### src/rtl/core/kvp_pkg.sv
// Shared types and constants for the key-value record stream parser.
package kvp_pkg;

  typedef enum logic [2:0] {
    PH_HEADER  = 3'd0,
    PH_KEYLEN  = 3'd1,
    PH_KEY     = 3'd2,
    PH_VLEN_LO = 3'd3,
    PH_VLEN_HI = 3'd4,
    PH_VALUE   = 3'd5,
    PH_DONE    = 3'd6,
    PH_FAILED  = 3'd7
  } phase_e;

  typedef enum logic [2:0] {
    ERR_NONE         = 3'd0,
    ERR_HEADER_SHORT = 3'd1,
    ERR_BAD_MAGIC    = 3'd2,
    ERR_BAD_VERSION  = 3'd3,
    ERR_TRUNCATED    = 3'd4
  } err_e;

  typedef enum logic [1:0] {
    OK_KEY    = 2'd0,
    OK_VALUE  = 2'd1,
    OK_EMPTY  = 2'd2,
    OK_STATUS = 2'd3
  } okind_e;

  localparam logic       IN_KIND_DATA   = 1'b0;
  localparam logic       IN_KIND_END    = 1'b1;
  localparam logic [2:0] HEADER_BYTES   = 3'd7;
  localparam logic [2:0] MAGIC_BYTES    = 3'd4;
  localparam logic [2:0] VERSION_POS    = 3'd4;
  localparam logic [2:0] COUNT_LO_POS   = 3'd5;
  localparam logic [31:0] MAGIC_RESET   = 32'h564B_4C45;
  localparam logic [7:0]  VERSION_RESET = 8'd1;

  localparam logic ADDR_MAGIC   = 1'b0;
  localparam logic ADDR_VERSION = 1'b1;

  typedef struct packed {
    okind_e      out_kind;
    logic [7:0]  out_byte;
    logic        last_value_byte;
    logic [15:0] record_index;
    logic        status_ok;
    err_e        error_reason;
  } res_t;

endpackage

### src/rtl/core/kv_record_stream_parser.sv
// Top level of the key-value record stream parser: beat registers and APB registers.
//
//   channel | signals                                   | direction
//   in      | in_valid_i, in_ready_o, kind_i, data_byte_i | sink
//   out     | out_valid_o, out_ready_i, out_kind_o ..     | source
//   apb     | psel, penable, pwrite, paddr, pwdata, prdata, pready | slave
//
// One beat per cycle sustained while the output is not stalled; a beat is held in the
// input register, then its result, if it has one, in the result register.
// Reset clears the parse state, sets magic and version to their defaults.
// A stalled output holds the result register; the input register still takes
// a beat while the output waits, then in_ready_o drops until the result moves.
module kv_record_stream_parser (
  input  logic        clk_i,
  input  logic        rst_ni,
  input  logic        in_valid_i,
  output logic        in_ready_o,
  input  logic        kind_i,
  input  logic [7:0]  data_byte_i,
  output logic        out_valid_o,
  input  logic        out_ready_i,
  output logic [1:0]  out_kind_o,
  output logic [7:0]  out_byte_o,
  output logic        last_value_byte_o,
  output logic [15:0] record_index_o,
  output logic        status_ok_o,
  output logic [2:0]  error_reason_o,
  input  logic        psel,
  input  logic        penable,
  input  logic        pwrite,
  input  logic [2:0]  paddr,
  input  logic [31:0] pwdata,
  output logic [31:0] prdata,
  output logic        pready
);
  import kvp_pkg::*;

  logic        in_vld_q;
  logic        in_kind_q;
  logic [7:0]  in_byte_q;
  logic        out_vld_q;
  res_t        out_q;
  logic        advance;
  logic        step;
  logic        res_valid;
  res_t        res;
  logic [31:0] magic_q;
  logic [7:0]  version_q;
  logic        cfg_wr;

  assign advance    = !out_vld_q || out_ready_i;
  assign in_ready_o = !in_vld_q || advance;
  assign step       = in_vld_q && advance;

  kvp_parser_core u_core (
    .clk_i            (clk_i),
    .rst_ni           (rst_ni),
    .step_i           (step),
    .kind_i           (in_kind_q),
    .data_byte_i      (in_byte_q),
    .magic_word_i     (magic_q),
    .format_version_i (version_q),
    .res_valid_o      (res_valid),
    .res_o            (res)
  );

  always_ff @(posedge clk_i or negedge rst_ni) begin
    if (!rst_ni) begin
      in_vld_q <= 1'b0;
    end else if (in_ready_o) begin
      in_vld_q <= in_valid_i;
    end
  end

  always_ff @(posedge clk_i) begin
    if (in_valid_i && in_ready_o) begin
      in_kind_q <= kind_i;
      in_byte_q <= data_byte_i;
    end
  end

  always_ff @(posedge clk_i or negedge rst_ni) begin
    if (!rst_ni) begin
      out_vld_q <= 1'b0;
    end else if (advance) begin
      out_vld_q <= res_valid;
    end
  end

  always_ff @(posedge clk_i) begin
    if (advance && res_valid) begin
      out_q <= res;
    end
  end

  assign out_valid_o       = out_vld_q;
  assign out_kind_o        = out_q.out_kind;
  assign out_byte_o        = out_q.out_byte;
  assign last_value_byte_o = out_q.last_value_byte;
  assign record_index_o    = out_q.record_index;
  assign status_ok_o       = out_q.status_ok;
  assign error_reason_o    = out_q.error_reason;

  assign pready = 1'b1;
  assign cfg_wr = psel && penable && pwrite && pready;

  always_ff @(posedge clk_i or negedge rst_ni) begin
    if (!rst_ni) begin
      magic_q   <= MAGIC_RESET;
      version_q <= VERSION_RESET;
    end else if (cfg_wr) begin
      unique case (paddr[2])
        ADDR_MAGIC:   magic_q   <= pwdata;
        ADDR_VERSION: version_q <= pwdata[7:0];
        default: begin
        end
      endcase
    end
  end

  always_comb begin
    unique case (paddr[2])
      ADDR_MAGIC:   prdata = magic_q;
      ADDR_VERSION: prdata = {24'd0, version_q};
      default:      prdata = '0;
    endcase
  end

  a_step_needs_room: assert property (@(posedge clk_i) disable iff (!rst_ni)
    (out_vld_q && !out_ready_i) |=> $stable(out_q))
    else $error("result register changed while stalled");

  a_in_held: assert property (@(posedge clk_i) disable iff (!rst_ni)
    (in_vld_q && !advance) |=> (in_vld_q && $stable(in_byte_q) && $stable(in_kind_q)))
    else $error("input register lost a beat while blocked");

  a_ready_when_empty: assert property (@(posedge clk_i) disable iff (!rst_ni)
    (!in_vld_q) |-> in_ready_o)
    else $error("input not ready with empty input register");

endmodule

### src/rtl/core/kvp_parser_core.sv
// Parse state and per-beat decode of the key-value image.
module kvp_parser_core (
  input  logic          clk_i,
  input  logic          rst_ni,
  input  logic          step_i,
  input  logic          kind_i,
  input  logic [7:0]    data_byte_i,
  input  logic [31:0]   magic_word_i,
  input  logic [7:0]    format_version_i,
  output logic          res_valid_o,
  output kvp_pkg::res_t res_o
);
  import kvp_pkg::*;

  phase_e      phase_q, phase_d;
  logic [2:0]  pos_q, pos_d;
  logic [15:0] exp_q, exp_d;
  logic [15:0] done_q, done_d;
  logic [7:0]  key_left_q, key_left_d;
  logic [7:0]  low_q, low_d;
  logic [15:0] val_left_q, val_left_d;
  err_e        err_q, err_d;
  logic [7:0]  want_byte;
  logic [15:0] done_inc;
  logic [15:0] vlen;

  assign want_byte = magic_word_i[{pos_q[1:0], 3'b000} +: 8];
  assign done_inc  = done_q + 16'd1;
  assign vlen      = {data_byte_i, low_q};

  always_comb begin
    phase_d    = phase_q;
    pos_d      = pos_q;
    exp_d      = exp_q;
    done_d     = done_q;
    key_left_d = key_left_q;
    low_d      = low_q;
    val_left_d = val_left_q;
    err_d      = err_q;
    if (step_i) begin
      if (kind_i == IN_KIND_END) begin
        phase_d    = PH_HEADER;
        pos_d      = '0;
        exp_d      = '0;
        done_d     = '0;
        key_left_d = '0;
        low_d      = '0;
        val_left_d = '0;
        err_d      = ERR_NONE;
      end else begin
        unique case (phase_q)
          PH_HEADER: begin
            if (pos_q < MAGIC_BYTES) begin
              if (data_byte_i != want_byte && err_q == ERR_NONE) err_d = ERR_BAD_MAGIC;
            end else if (pos_q == VERSION_POS) begin
              if (data_byte_i != format_version_i && err_q == ERR_NONE) err_d = ERR_BAD_VERSION;
            end else if (pos_q == COUNT_LO_POS) begin
              low_d = data_byte_i;
            end else begin
              exp_d = {data_byte_i, low_q};
            end
            pos_d = pos_q + 3'd1;
            if (pos_d == HEADER_BYTES) begin
              if (err_d != ERR_NONE) phase_d = PH_FAILED;
              else if (exp_d == '0)  phase_d = PH_DONE;
              else                   phase_d = PH_KEYLEN;
            end
          end
          PH_KEYLEN: begin
            key_left_d = data_byte_i;
            phase_d    = (data_byte_i == '0) ? PH_VLEN_LO : PH_KEY;
          end
          PH_KEY: begin
            key_left_d = key_left_q - 8'd1;
            if (key_left_d == '0) phase_d = PH_VLEN_LO;
          end
          PH_VLEN_LO: begin
            low_d   = data_byte_i;
            phase_d = PH_VLEN_HI;
          end
          PH_VLEN_HI: begin
            val_left_d = vlen;
            if (vlen == '0) begin
              done_d  = done_inc;
              phase_d = (done_inc == exp_q) ? PH_DONE : PH_KEYLEN;
            end else begin
              phase_d = PH_VALUE;
            end
          end
          PH_VALUE: begin
            val_left_d = val_left_q - 16'd1;
            if (val_left_q == 16'd1) begin
              done_d  = done_inc;
              phase_d = (done_inc == exp_q) ? PH_DONE : PH_KEYLEN;
            end
          end
          PH_DONE, PH_FAILED: begin
          end
          default: begin
          end
        endcase
      end
    end
  end

  always_comb begin
    res_valid_o = 1'b0;
    res_o       = '0;
    if (step_i) begin
      if (kind_i == IN_KIND_END) begin
        res_valid_o       = 1'b1;
        res_o.out_kind    = OK_STATUS;
        if (phase_q == PH_HEADER) begin
          res_o.error_reason = ERR_HEADER_SHORT;
        end else if (err_q != ERR_NONE) begin
          res_o.error_reason = err_q;
        end else if (phase_q == PH_DONE) begin
          res_o.status_ok    = 1'b1;
          res_o.error_reason = ERR_NONE;
        end else begin
          res_o.error_reason = ERR_TRUNCATED;
        end
      end else begin
        unique case (phase_q)
          PH_KEY: begin
            res_valid_o        = 1'b1;
            res_o.out_kind     = OK_KEY;
            res_o.out_byte     = data_byte_i;
            res_o.record_index = done_q;
          end
          PH_VLEN_HI: begin
            if (vlen == '0) begin
              res_valid_o        = 1'b1;
              res_o.out_kind     = OK_EMPTY;
              res_o.record_index = done_q;
            end
          end
          PH_VALUE: begin
            res_valid_o           = 1'b1;
            res_o.out_kind        = OK_VALUE;
            res_o.out_byte        = data_byte_i;
            res_o.last_value_byte = (val_left_q == 16'd1);
            res_o.record_index    = done_q;
          end
          default: begin
          end
        endcase
      end
    end
  end

  always_ff @(posedge clk_i or negedge rst_ni) begin
    if (!rst_ni) begin
      phase_q    <= PH_HEADER;
      pos_q      <= '0;
      exp_q      <= '0;
      done_q     <= '0;
      key_left_q <= '0;
      low_q      <= '0;
      val_left_q <= '0;
      err_q      <= ERR_NONE;
    end else begin
      phase_q    <= phase_d;
      pos_q      <= pos_d;
      exp_q      <= exp_d;
      done_q     <= done_d;
      key_left_q <= key_left_d;
      low_q      <= low_d;
      val_left_q <= val_left_d;
      err_q      <= err_d;
    end
  end

  a_header_complete: assert property (@(posedge clk_i) disable iff (!rst_ni)
    (phase_q != PH_HEADER) |-> (pos_q == HEADER_BYTES))
    else $error("parse left header phase before seven header bytes");

  a_value_nonzero: assert property (@(posedge clk_i) disable iff (!rst_ni)
    (phase_q == PH_VALUE) |-> (val_left_q != '0))
    else $error("value phase with no bytes left");

  a_key_nonzero: assert property (@(posedge clk_i) disable iff (!rst_ni)
    (phase_q == PH_KEY) |-> (key_left_q != '0))
    else $error("key phase with no bytes left");

  a_end_clears: assert property (@(posedge clk_i) disable iff (!rst_ni)
    (step_i && kind_i == IN_KIND_END) |=> (phase_q == PH_HEADER && done_q == '0))
    else $error("end of buffer did not restart the parse");

  a_status_ok: assert property (@(posedge clk_i) disable iff (!rst_ni)
    (res_valid_o && res_o.out_kind == OK_STATUS) |->
      (res_o.status_ok == (res_o.error_reason == ERR_NONE)))
    else $error("status flag disagrees with reason");

endmodule

### config.mk
export PLATFORM = sky130hd
export DESIGN_NAME = kv_record_stream_parser
export DESIGN_NICKNAME = d
export VERILOG_FILES = /design/src/rtl/core/kvp_pkg.sv /design/src/rtl/core/kv_record_stream_parser.sv /design/src/rtl/core/kvp_parser_core.sv
export SDC_FILE = /design/constraint.sdc
export NUM_CORES = 1
export LEC_CHECK = 0
export BUFFER_PORTS_ARGS = -buffer_cell sky130_fd_sc_hd__buf_4
export CAP_MARGIN = 40
export CORE_AREA = 2 2 123 125
export DETAILED_ROUTE_END_ITERATION = 16
export DIE_AREA = 0 0 125 127
export GPL_ROUTABILITY_DRIVEN = 0
export PLACE_DENSITY = 0.82
export SLEW_MARGIN = 20
export SYNTH_ARGS = -nofsm -noshare
export SYNTH_HDL_FRONTEND = slang
export SYNTH_SLANG_ARGS = --single-unit
### constraint.sdc
create_clock -name clk_i -period 4.4 [get_ports clk_i]
set_input_delay 0.22 -clock clk_i [delete_from_list [all_inputs] [get_ports clk_i]]
set_output_delay 0.22 -clock clk_i [all_outputs]
set_load 0.01 [all_outputs]
==> Yosys cells after proc, flatten, opt, wreduce, memory -nomap -nowiden <==
Cells that the tools add are included.
{ "classes": {"addsub": 4, "n_lt_le_gt_ge": 1, "n_eq_ne": 20, "shift": 1, "mux": 56, "n_bitwise": 5, "n_reduce_logical": 39} }
{ "op_table": {"columns": ["op", "count"], "rows": [
  ["two-way mux 16 bit", 13],
  ["case mux 16 bit (2 select lines)", 3],
  ["case mux 32 bit (2 select lines)", 1],
  ["two-way mux 3 bit", 21],
  ["two-way mux 8 bit", 5],
  ["zero test 16 bit", 2],
  ["case mux 8 bit (2 select lines)", 2],
  ["indexed part select 32 x 6 -> 8 bit", 1],
  ["== test 3 bit (second input constant)", 6],
  ["case mux 3 bit (6 select lines)", 1],
  ["adder 16 x 1 -> 16 bit (second input constant)", 1],
  ["== test 16 x 1 -> 1 bit (second input constant)", 1],
  ["== test 16 bit", 1],
  ["zero test 8 bit", 2],
  ["!= test 8 bit", 2],
  ["subtractor 16 x 1 -> 16 bit (second input constant)", 1],
  ["!= test 3 x 2 -> 1 bit (second input constant)", 5],
  ["nonzero test 3 bit", 5],
  ["AND reduction 2 bit", 6],
  ["AND reduction 5 bit", 2],
  ["OR reduction 3 bit", 3],
  ["subtractor 8 x 1 -> 8 bit (second input constant)", 1],
  ["logical AND 1 bit", 7],
  ["nonzero test 7 bit", 1],
  ["17 further kinds", 33]
]} }
{ "word_totals": {"ff_bits": 155, "inputBits": 51, "elab_cells": 147} }

==> Depth between registers and ports, before layout <==
Gate-level depths: netlist of the first run.
{ "logic_depth": {"word_depth": 13, "depth_mapped": 11, "mapped_depth_nobuf": 10} }

==> By module <==
A second synthesis of the first run with hierarchy kept.
{ "unflattened": {"cells_unflattened": 812, "hier_area_um2": 8524.4} }
{ "by_module_without_submodules": {"columns": ["mod", "n_inst", "cells_each", "area_each_um2"], "rows": [
  ["kvp_parser_core", 1, 640, 5300.1],
  ["kv_record_stream_parser", 1, 172, 3224.3]
]} }

==> Worst setup path before layout of the first run <==
Ideal clock, no wire load.
{ "synth_path": {"kind": "reg2reg", "from": "reg u_core.phase_q[2]", "to": "reg out_q (netlist bit error_reason_o[0]), enable pin", "setup_ns": 0.439, "arrival_ns": 3.023, "required_time_ns": 3.961, "setup_slack_ns": 0.938, "stages_incl_launch_ff": 6, "cell_sequence": "dfrtp_1 > clkbuf_1 > clkinv_1 > nor2_1 > nand2_1 > a31oi_1"} }
{ "synth_between": {"elab_chain_len": 6, "word_cells_on_any_way": 8, "classes_between": "eq/ne (3); mux (3); reduce/logical (2)"} }
{ "synth_lines": {"columns": ["item", "line_no", "text"], "rows": [
  ["start, declared", "kvp_parser_core.sv:15", "phase_e phase_q, phase_d;"],
  ["start signal, assigned", "kvp_parser_core.sv:163", "phase_q <= phase_d;"],
  ["== test 3 x 2 -> 1 bit or == test 3 bit (tied branches)", "kvp_parser_core.sv:124", "unique case (phase_q)"],
  ["OR reduction 2 bit (no source line)", null, null],
  ["case mux 1 bit (2 select lines) (*)", "kvp_parser_core.sv:124", null],
  ["two-way mux 1 bit (*)", "kvp_parser_core.sv:110", "if (kind_i == IN_KIND_END) begin"],
  ["two-way mux 1 bit (*)", "kvp_parser_core.sv:109", "if (step_i) begin"],
  ["logical AND 1 bit (*)", "kv_record_stream_parser.sv:91", "if (advance && res_valid) begin"],
  ["end signal, assigned", "kv_record_stream_parser.sv:92", "out_q <= res;"],
  ["end, declared", "kv_record_stream_parser.sv:42", "res_t out_q;"]
]} }
Every way passes the cells marked *; elsewhere a longest branch is shown, timed or not.
A chain may end at the register's enable or synchronous reset.

==> Worst setup path after layout of the first run <==
{ "layout_path": {"from": "reg u_core.phase_q[2]", "to": "reg out_q (netlist bit record_index_o[1]), enable pin"} }
Same word-level chain as after synthesis.

==> run metrics, run 1 <==
largest net degree at the start of global routing 57; WP data arrival between 3 and 4 ns; # setup viols final 0; syn_nets 860; Worst Setup Path Type flop to flop; clock-pin slew on the worst setup and hold paths around 0.06 ns; die span in x 125 um; Pwr Total around 0.0052 W; first-pass GRT wire length ~32000 um; R2R setup slack about 1.3 ns; nets just under 1000; fraction of layout cells with a size suffix above 1 roughly a quarter; Max-Cap Viols 0; Sequential Power Share around two fifths; Final Max Slew Viols 0; WL/cell 18.0 um; P_sw around 0.0018 W; 1st-pass router iterations 5; worst setup path endpoint record_index_o[1]$_SDFFCE_PP0P_; post-synth cell types 67; Mapped Cells 800; clock tree from TritonCTS built; initial core utilization ~57%; die extent in y 127 um; clock skew approximately 0.009 ns; CTS Buf Count 17; sequential cell area fraction in the yosys report ~50%; worst r2r path cells 5; Achievable Freq 326 MHz; slew at the pin with the worst max-slew slack approximately 0.78 ns; EDFF count, synth 40; RSZ-0062 raised after global routing false; worst setup path startpoint u_core.phase_q[2]$_DFFE_PN0P_; CTS root buffer clkbuf_16; Core Util, Final 68.7%; Reg-to-Reg End record_index_o[1]$_SDFFCE_PP0P_; Synth Area in Compound Gates 14.5%; YS warnings 0; Final Hold Vio Count 0; Final WS setup roughly 1.3 ns; Clock Path Buffers 2; setup bufs post-CTS 0; Layout Area Growth over Synthesis 20.3%; Clock Latency Late Sink about 0.43 ns; Final ANT Viol Nets 0; Min-Delay Startpoint pwdata[18]; Clk pwr share a little over a quarter; port bufs 113; worst reg2reg startpoint u_core.phase_q[2]$_DFFE_PN0P_; maximum VDD drop around 0.37 mV; vias in the first global route between 6000 and 7000; PwrDens approximately 530 nW/um2; Std-Cell Core Area 14400 um2; IO Count between 100 and 150; Comb pwr share between 30% and 40%; fin crit period slightly above 3 ns; Worst Setup Start Kind flop; Slew headroom 47.6%; post-synth top area share between 30% and 40%; synth top area cells dfrtp_1, edfxtp_1, mux2_2; CTS sink count ~160; top_reg_cell synth dfrtp_1; Post-Route WL 19800 um; Synth Area in XOR/XNOR just over 4%; GR Overflow Total 0; Post-Place Setup Slack around 1.4 ns; CTS resizes 0; Simple-Gate Fraction of Synth Area between 15 and 20%; Max FO, Critical Path 26; Max H-tree Level 4; die area 15900 um2; P_leak about 4.2 nW; Filler cells approximately 1100; Internal 0.00343 W; Starting DRT DRC Count 617; asr flop ratio synth 74.2%; Hold Crit Class input port to flop; syn avg cell area between 10 and 15 um2; Post-Syn Area between 8000 and 9000 um2; DP HPWL approximately 13000 um; status finished, final reports clean; #FFs+latches synth approximately 160; switching share of total power around 34%; post-synthesis mux area share ~9%; initial antenna violation count 0; period utilization between 60% and 70%; storage element area a little over 4000 um2; Ant. Diodes 0; Via density approximately 6; Setup TNS Final 0 ns; total track usage 25.3%; main combinational cell family by area after synthesis simple AND/OR/NAND/NOR gates; Remaining DRCs 0; Worst setup EP type flop; Vias between 6000 and 7000; Synth Area in Adders under 10%; critical path required time 4.49 ns; std cell rows 44; area leader, netlist dfrtp_1; Multi-input gate area 3880 um2
[power groups by stage]
| stage | logic [W] | clock network, W | registers [W] |
|---|---|---|---|
| 2_1_floorplan | 0.00118 | 0 | 0.00205 |
| 3_3_place_gp | 0.00155 | 0 | 0.00216 |
| 3_5_place_dp | 0.00159 | 0 | 0.00217 |
| 4_1_cts | 0.00162 | 0.00144 | 0.00215 |
| 5_1_grt | 0.00180 | 0.00152 | 0.00221 |
| 6_report | 0.00163 | 0.00143 | 0.00216 |
[layout make-up]
class / instances / area share, %
Multi-Input combinational cell: 577 / 39.1
Sequential cell: 155 / 41.3
Tap cell: 184 / 2.32
Clock inverter: 6 / 0.593
Inverter: 14 / 0.530
Timing Repair Buffer: 137 / 10.8
Clock buffer: 26 / 5.25
[worst min path at each step]
stage	to	slack (ns)	cells after the start
after floorplan	in_vld_q$_DFFE_PN0N_	-0.08	0
after global placement	in_byte_q[2]$_DFFE_PP_	0.40	1
after detailed placement	u_core.done_q[8]$_DFFE_PN0P_	0.19	1
after CTS	magic_q[9]$_DFFE_PN0P_	0.01	2
after global routing	magic_q[9]$_DFFE_PN0P_	0.01	2
final	magic_q[18]$_DFFE_PN0P_	0.02	2
[metal layers]
metal	GRT usage, %	wire, um	vias up
li1	-	-	3100
met1	33.3	8570	3209
met2	40.4	9460	274
met3	6.28	1180	43
met4	10.7	573	0
met5	0	0	-
[critical path, stage by stage (launching register included)]
cell and delay, ns:
dfrtp_1 0.56, clkinv_1 0.31, nor2_1 0.42, nand2_1 0.52, a31oi_4 0.49, buf_4 0.40
[cell usage after synthesis, drive strengths merged, types with 7 or more instances]
| master | number |
|---|---|
| a21oi | 34 |
| a22o | 18 |
| and2 | 31 |
| and3 | 7 |
| buf | 12 |
| clkbuf | 42 |
| dfrtp | 100 |
| dfstp | 15 |
| edfxtp | 40 |
| ha | 9 |
| inv | 13 |
| mux2 | 48 |
| mux4 | 8 |
| nand2 | 64 |
| nand2b | 7 |
| nand3 | 13 |
| nand4 | 11 |
| nor2 | 62 |
| nor2b | 26 |
| nor3 | 19 |
| nor3b | 9 |
| nor4 | 21 |
| o21ai | 80 |
| o31ai | 10 |
| xnor2 | 22 |
| xor2 | 16 |
[stage by stage]
step                hold slack, ns  cell area (um2)  std cells
finish                      0.0219             9910       1099
detailed placement           0.188             9220       1056
CTS                         0.0136             9910       1099
floorplan                  -0.0756             8240        800
global route                0.0110             9910       1099
global placement             0.399             9170       1052
[kinds of logic (layout without fill, tap and decap cells)]
| group | count (synthesis) | after routing |
|---|---|---|
| compound gates | 187 | 187 |
| buf+inv | 68 | 183 |
| xor+xnor | 38 | 38 |
| simple gates | 284 | 284 |
| other cells | 1 | 1 |
| flops | 155 | 155 |
| fa+ha+maj | 9 | 9 |
| mux | 58 | 58 |
[registers in the layout (all words and copies together) (netlist names)]
register,count
record_index_o,16
out_byte_o,8
in_vld_q,1
magic_q,32
u_core.pos_q,3
version_q,8
status_ok_o,1
u_core.done_q,16
last_value_byte_o,1
out_valid_o,1
u_core.val_left_q,16
u_core.key_left_q,8
u_core.exp_q,16
out_kind_o,2
error_reason_o,3
in_kind_q,1
u_core.err_q,3
u_core.low_q,8
in_byte_q,8
u_core.phase_q,3
[cells in the final DEF (no fill, tap or decap), types with 5 or more instances in the layout]
| cell | n |
|---|---|
| nand2b_1 | 7 |
| nor4_1 | 20 |
| inv_1 | 13 |
| a22oi_1 | 5 |
| and3_1 | 7 |
| o21ai_0 | 78 |
| nor3_1 | 18 |
| dfrtp_1 | 100 |
| buf_4 | 124 |
| dlygate4sd3_1 | 11 |
| dfstp_2 | 15 |
| nor2b_1 | 26 |
| o31ai_1 | 9 |
| mux2_2 | 48 |
| nand4_1 | 10 |
| nor2_1 | 62 |
| o41ai_1 | 5 |
| nand2_1 | 64 |
| xor2_1 | 16 |
| nand3_1 | 13 |
| or3_1 | 5 |
| nor3b_1 | 9 |
| ha_1 | 9 |
| a21oi_1 | 34 |
| and2_1 | 31 |
| edfxtp_1 | 40 |
| xnor2_1 | 22 |
| clkbuf_16 | 18 |
| mux4_2 | 8 |
| a22o_1 | 18 |
[repair_timing]
action / 4_1_cts / 5_1_grt
endpoints found under the setup margin: 0 / 0
endpoints found under the hold margin: 38 / 0
hold buffers: 11 / 0
No activity file was read; power rests on OpenSTA's default activity.
==> inputs of run 2 (changes only) <==
--- a/config.mk
+++ b/config.mk
@@ -7,11 +7,11 @@
 export LEC_CHECK = 0
 export BUFFER_PORTS_ARGS = -buffer_cell sky130_fd_sc_hd__buf_4
 export CAP_MARGIN = 40
-export CORE_AREA = 2 2 123 125
+export CORE_AREA = 2 2 129 131
 export DETAILED_ROUTE_END_ITERATION = 16
-export DIE_AREA = 0 0 125 127
+export DIE_AREA = 0 0 131 133
 export GPL_ROUTABILITY_DRIVEN = 0
-export PLACE_DENSITY = 0.82
+export PLACE_DENSITY = 0.79
 export SLEW_MARGIN = 20
 export SYNTH_ARGS = -nofsm -noshare
 export SYNTH_HDL_FRONTEND = slang
==> constraint.sdc (replaced) <==
create_clock -name clk_i -period 2.68 [get_ports clk_i]
set_input_delay 0.134 -clock clk_i [delete_from_list [all_inputs] [get_ports clk_i]]
set_output_delay 0.134 -clock clk_i [all_outputs]
set_load 0.01 [all_outputs]
==> run 2 against run 1 <==
Final area rose by 7.5%. Die area up 9.8%. Sequential share of layout area decreased by 2.9 points. Clock power increased by 73%. Critical endpoint is now u_core.phase_q[1]$_DFFE_PN0P_. Largest cell class unchanged. Highest routed layer unchanged.
==> run metrics, run 2 (same netlist as run 1, synthesis figures left out) <==
status finished, final reports clean; Max-Cap Viols 0 (unchanged); largest net degree at the start of global routing 50 (-12%); Layout Area Growth over Synthesis 29.3%; Slew headroom 55.0% (+7.4 points); commonest cells after routing, fill and taps aside buf_4, dfrtp_1, o21ai_0; IO Count 117 (unchanged); Post-Place Setup Slack 0.0123 ns (-1.41 ns); Remaining DRCs 0 (unchanged); std cell rows 47 (+6.8%); CTS sink count 155 (unchanged); nets 1038 (+7.9%); clock tree from TritonCTS built; slew at the pin with the worst max-slew slack 0.668 ns (-0.110 ns); clock-pin slew on the worst setup and hold paths 0.06 ns (about the same); die extent in y 133 um (+4.7%); placed cell count 1136 (+7.6%); Vias 7032 (+6.1%); GR Overflow Total 0 (unchanged); P_leak 4.55 nW (+8.5%); Filler cells 1186 (+13%); total track usage 27.0% (+1.7 points); period utilization 97.0% (+27 points); DP HPWL 14400 um (+7.7%); Hold Crit Class input port to flop; Max H-tree Level 4 (unchanged); Achievable Freq 385 MHz (+18%); WL met2 11300 um (+20%); critical path required time 3.01 ns (-1.48 ns); Post-Route WL 22500 um (+14%); Final Max Slew Viols 0 (unchanged); vias in the first global route 6997 (+12%); Final ANT Viol Nets 0 (unchanged); Pwr Total 0.00898 W (+72%); WP data arrival 2.93 ns (-0.22 ns); storage element area 4100 um2 (unchanged); fraction of layout cells with a size suffix above 1 28.5% (+3.0 points); Std-Cell Core Area 16200 um2 (+12%); maximum VDD drop 0.543 mV (+46%); Multi-input gate area 3900 um2 (+0.58%); WL/cell 18.6 um (+3.0%); max layer used met4; Clock Path Buffers 2 (unchanged); 1st-pass router iterations 7 (+2); die area 17400 um2 (+9.8%); initial core utilization 51.0% (-6.2 points); setup bufs post-CTS 0 (unchanged); Worst setup EP type flop; Worst Setup Path Type flop to flop; # setup viols final 0 (unchanged); Final WS setup 0.0813 ns (-1.26 ns); initial antenna violation count 1 (+1); fin crit period 2.60 ns (-0.464 ns); met3 wire len 1380 um (+17%); WL met1 8680 um (+1.3%); Via density 5.80 (-3.8%); first-pass GRT wire length 36100 um (+13%); Max FO, Critical Path 5 (-81%); Worst Setup Start Kind flop; CTS Buf Count 17 (unchanged); non-filler instance count after layout 1212 (+10%); die span in x 131 um (+4.8%); number of flip-flops in the largest register 32 (unchanged); most common cell after layout, fill and taps aside buf_4; clock skew 0.0108 ns (+0.00183 ns); PwrDens 843 nW/um2 (+60%); CTS root buffer clkbuf_16; Starting DRT DRC Count 630 (+2.1%); port bufs 113 (unchanged); Final Hold Vio Count 0 (unchanged); Biggest register magic_q; Clock Latency Late Sink 0.43 ns (about the same)
[run 2: metal layers]
metal	vias to the layer above	global-route usage, %
li1	3261	-
met1	3404	33.3
met2	297	44.0
met3	70	6.55
met4	0	13.8
met5	-	0
[run 2: worst paths after layout]
kind / slack (ns) / to / start / cells past startpoint
worst max-delay path: 0.08 / u_core.phase_q[1]$_DFFE_PN0P_ / u_core.done_q[0]$_DFFE_PN0P_ / 9
worst min-delay path: 0.03 / in_vld_q$_DFFE_PN0N_ / out_ready_i / 3
worst max register to register: 0.08 / u_core.phase_q[1]$_DFFE_PN0P_ / u_core.done_q[0]$_DFFE_PN0P_ / 9
worst min register to register: 0.55 / magic_q[8]$_DFFE_PN0P_ / magic_q[8]$_DFFE_PN0P_ / 1
max in group asynchronous: 1.60 / magic_q[10]$_DFFE_PN1P_ / rst_ni / 3
min in group asynchronous: 0.28 / u_core.val_left_q[8]$_DFFE_PN0P_ / rst_ni / 2
[run 2: final cells by class]
class	instances	area share [%]
antenna	1	0.0235
clock buffer	18	4.03
clock inverter	14	1.60
inverter	14	0.493
multi-input combinational	577	36.6
sequential	155	38.5
tap	220	2.58
timing repair buffer	213	16.2
[run 2: through the flow]
step / setup TNS, ns / utilization, % / instance area, um2 / hold slack (ns)
2_1_floorplan: 0 / - / 8260 / -0.162
3_3_place_gp: 0 / 59.3 / 9600 / 0.207
3_5_place_dp: 0 / 59.4 / 9600 / 0.211
4_1_cts: 0 / 65.7 / 10600 / 0.00307
5_1_grt: -0.0184 / 65.9 / 10700 / 0.0568
6_report: 0 / 65.9 / 10700 / 0.0339
[run 2: repair_timing]
action	CTS	global route
resized for setup	0	4
hold endpoints to repair	95	0
endpoints found under the setup margin	0	10
hold buffers	43	0
[run 2: worst max-delay path: stages (launching register included)]
cell,delay (ns)
dfrtp_1,0.34
ha_1,0.19
nand3_1,0.13
or3_4,0.43
or3_1,0.31
a21boi_0,0.18
o31ai_1,0.14
a2111oi_4,0.40
a21oi_1,0.16
o31ai_2,0.22
[run 2: report_power, final]
part / internal, W / switching [W]
registers: 0.00297 / 0.000509
logic: 0.00140 / 0.00163
clock network: 0.00147 / 0.00100
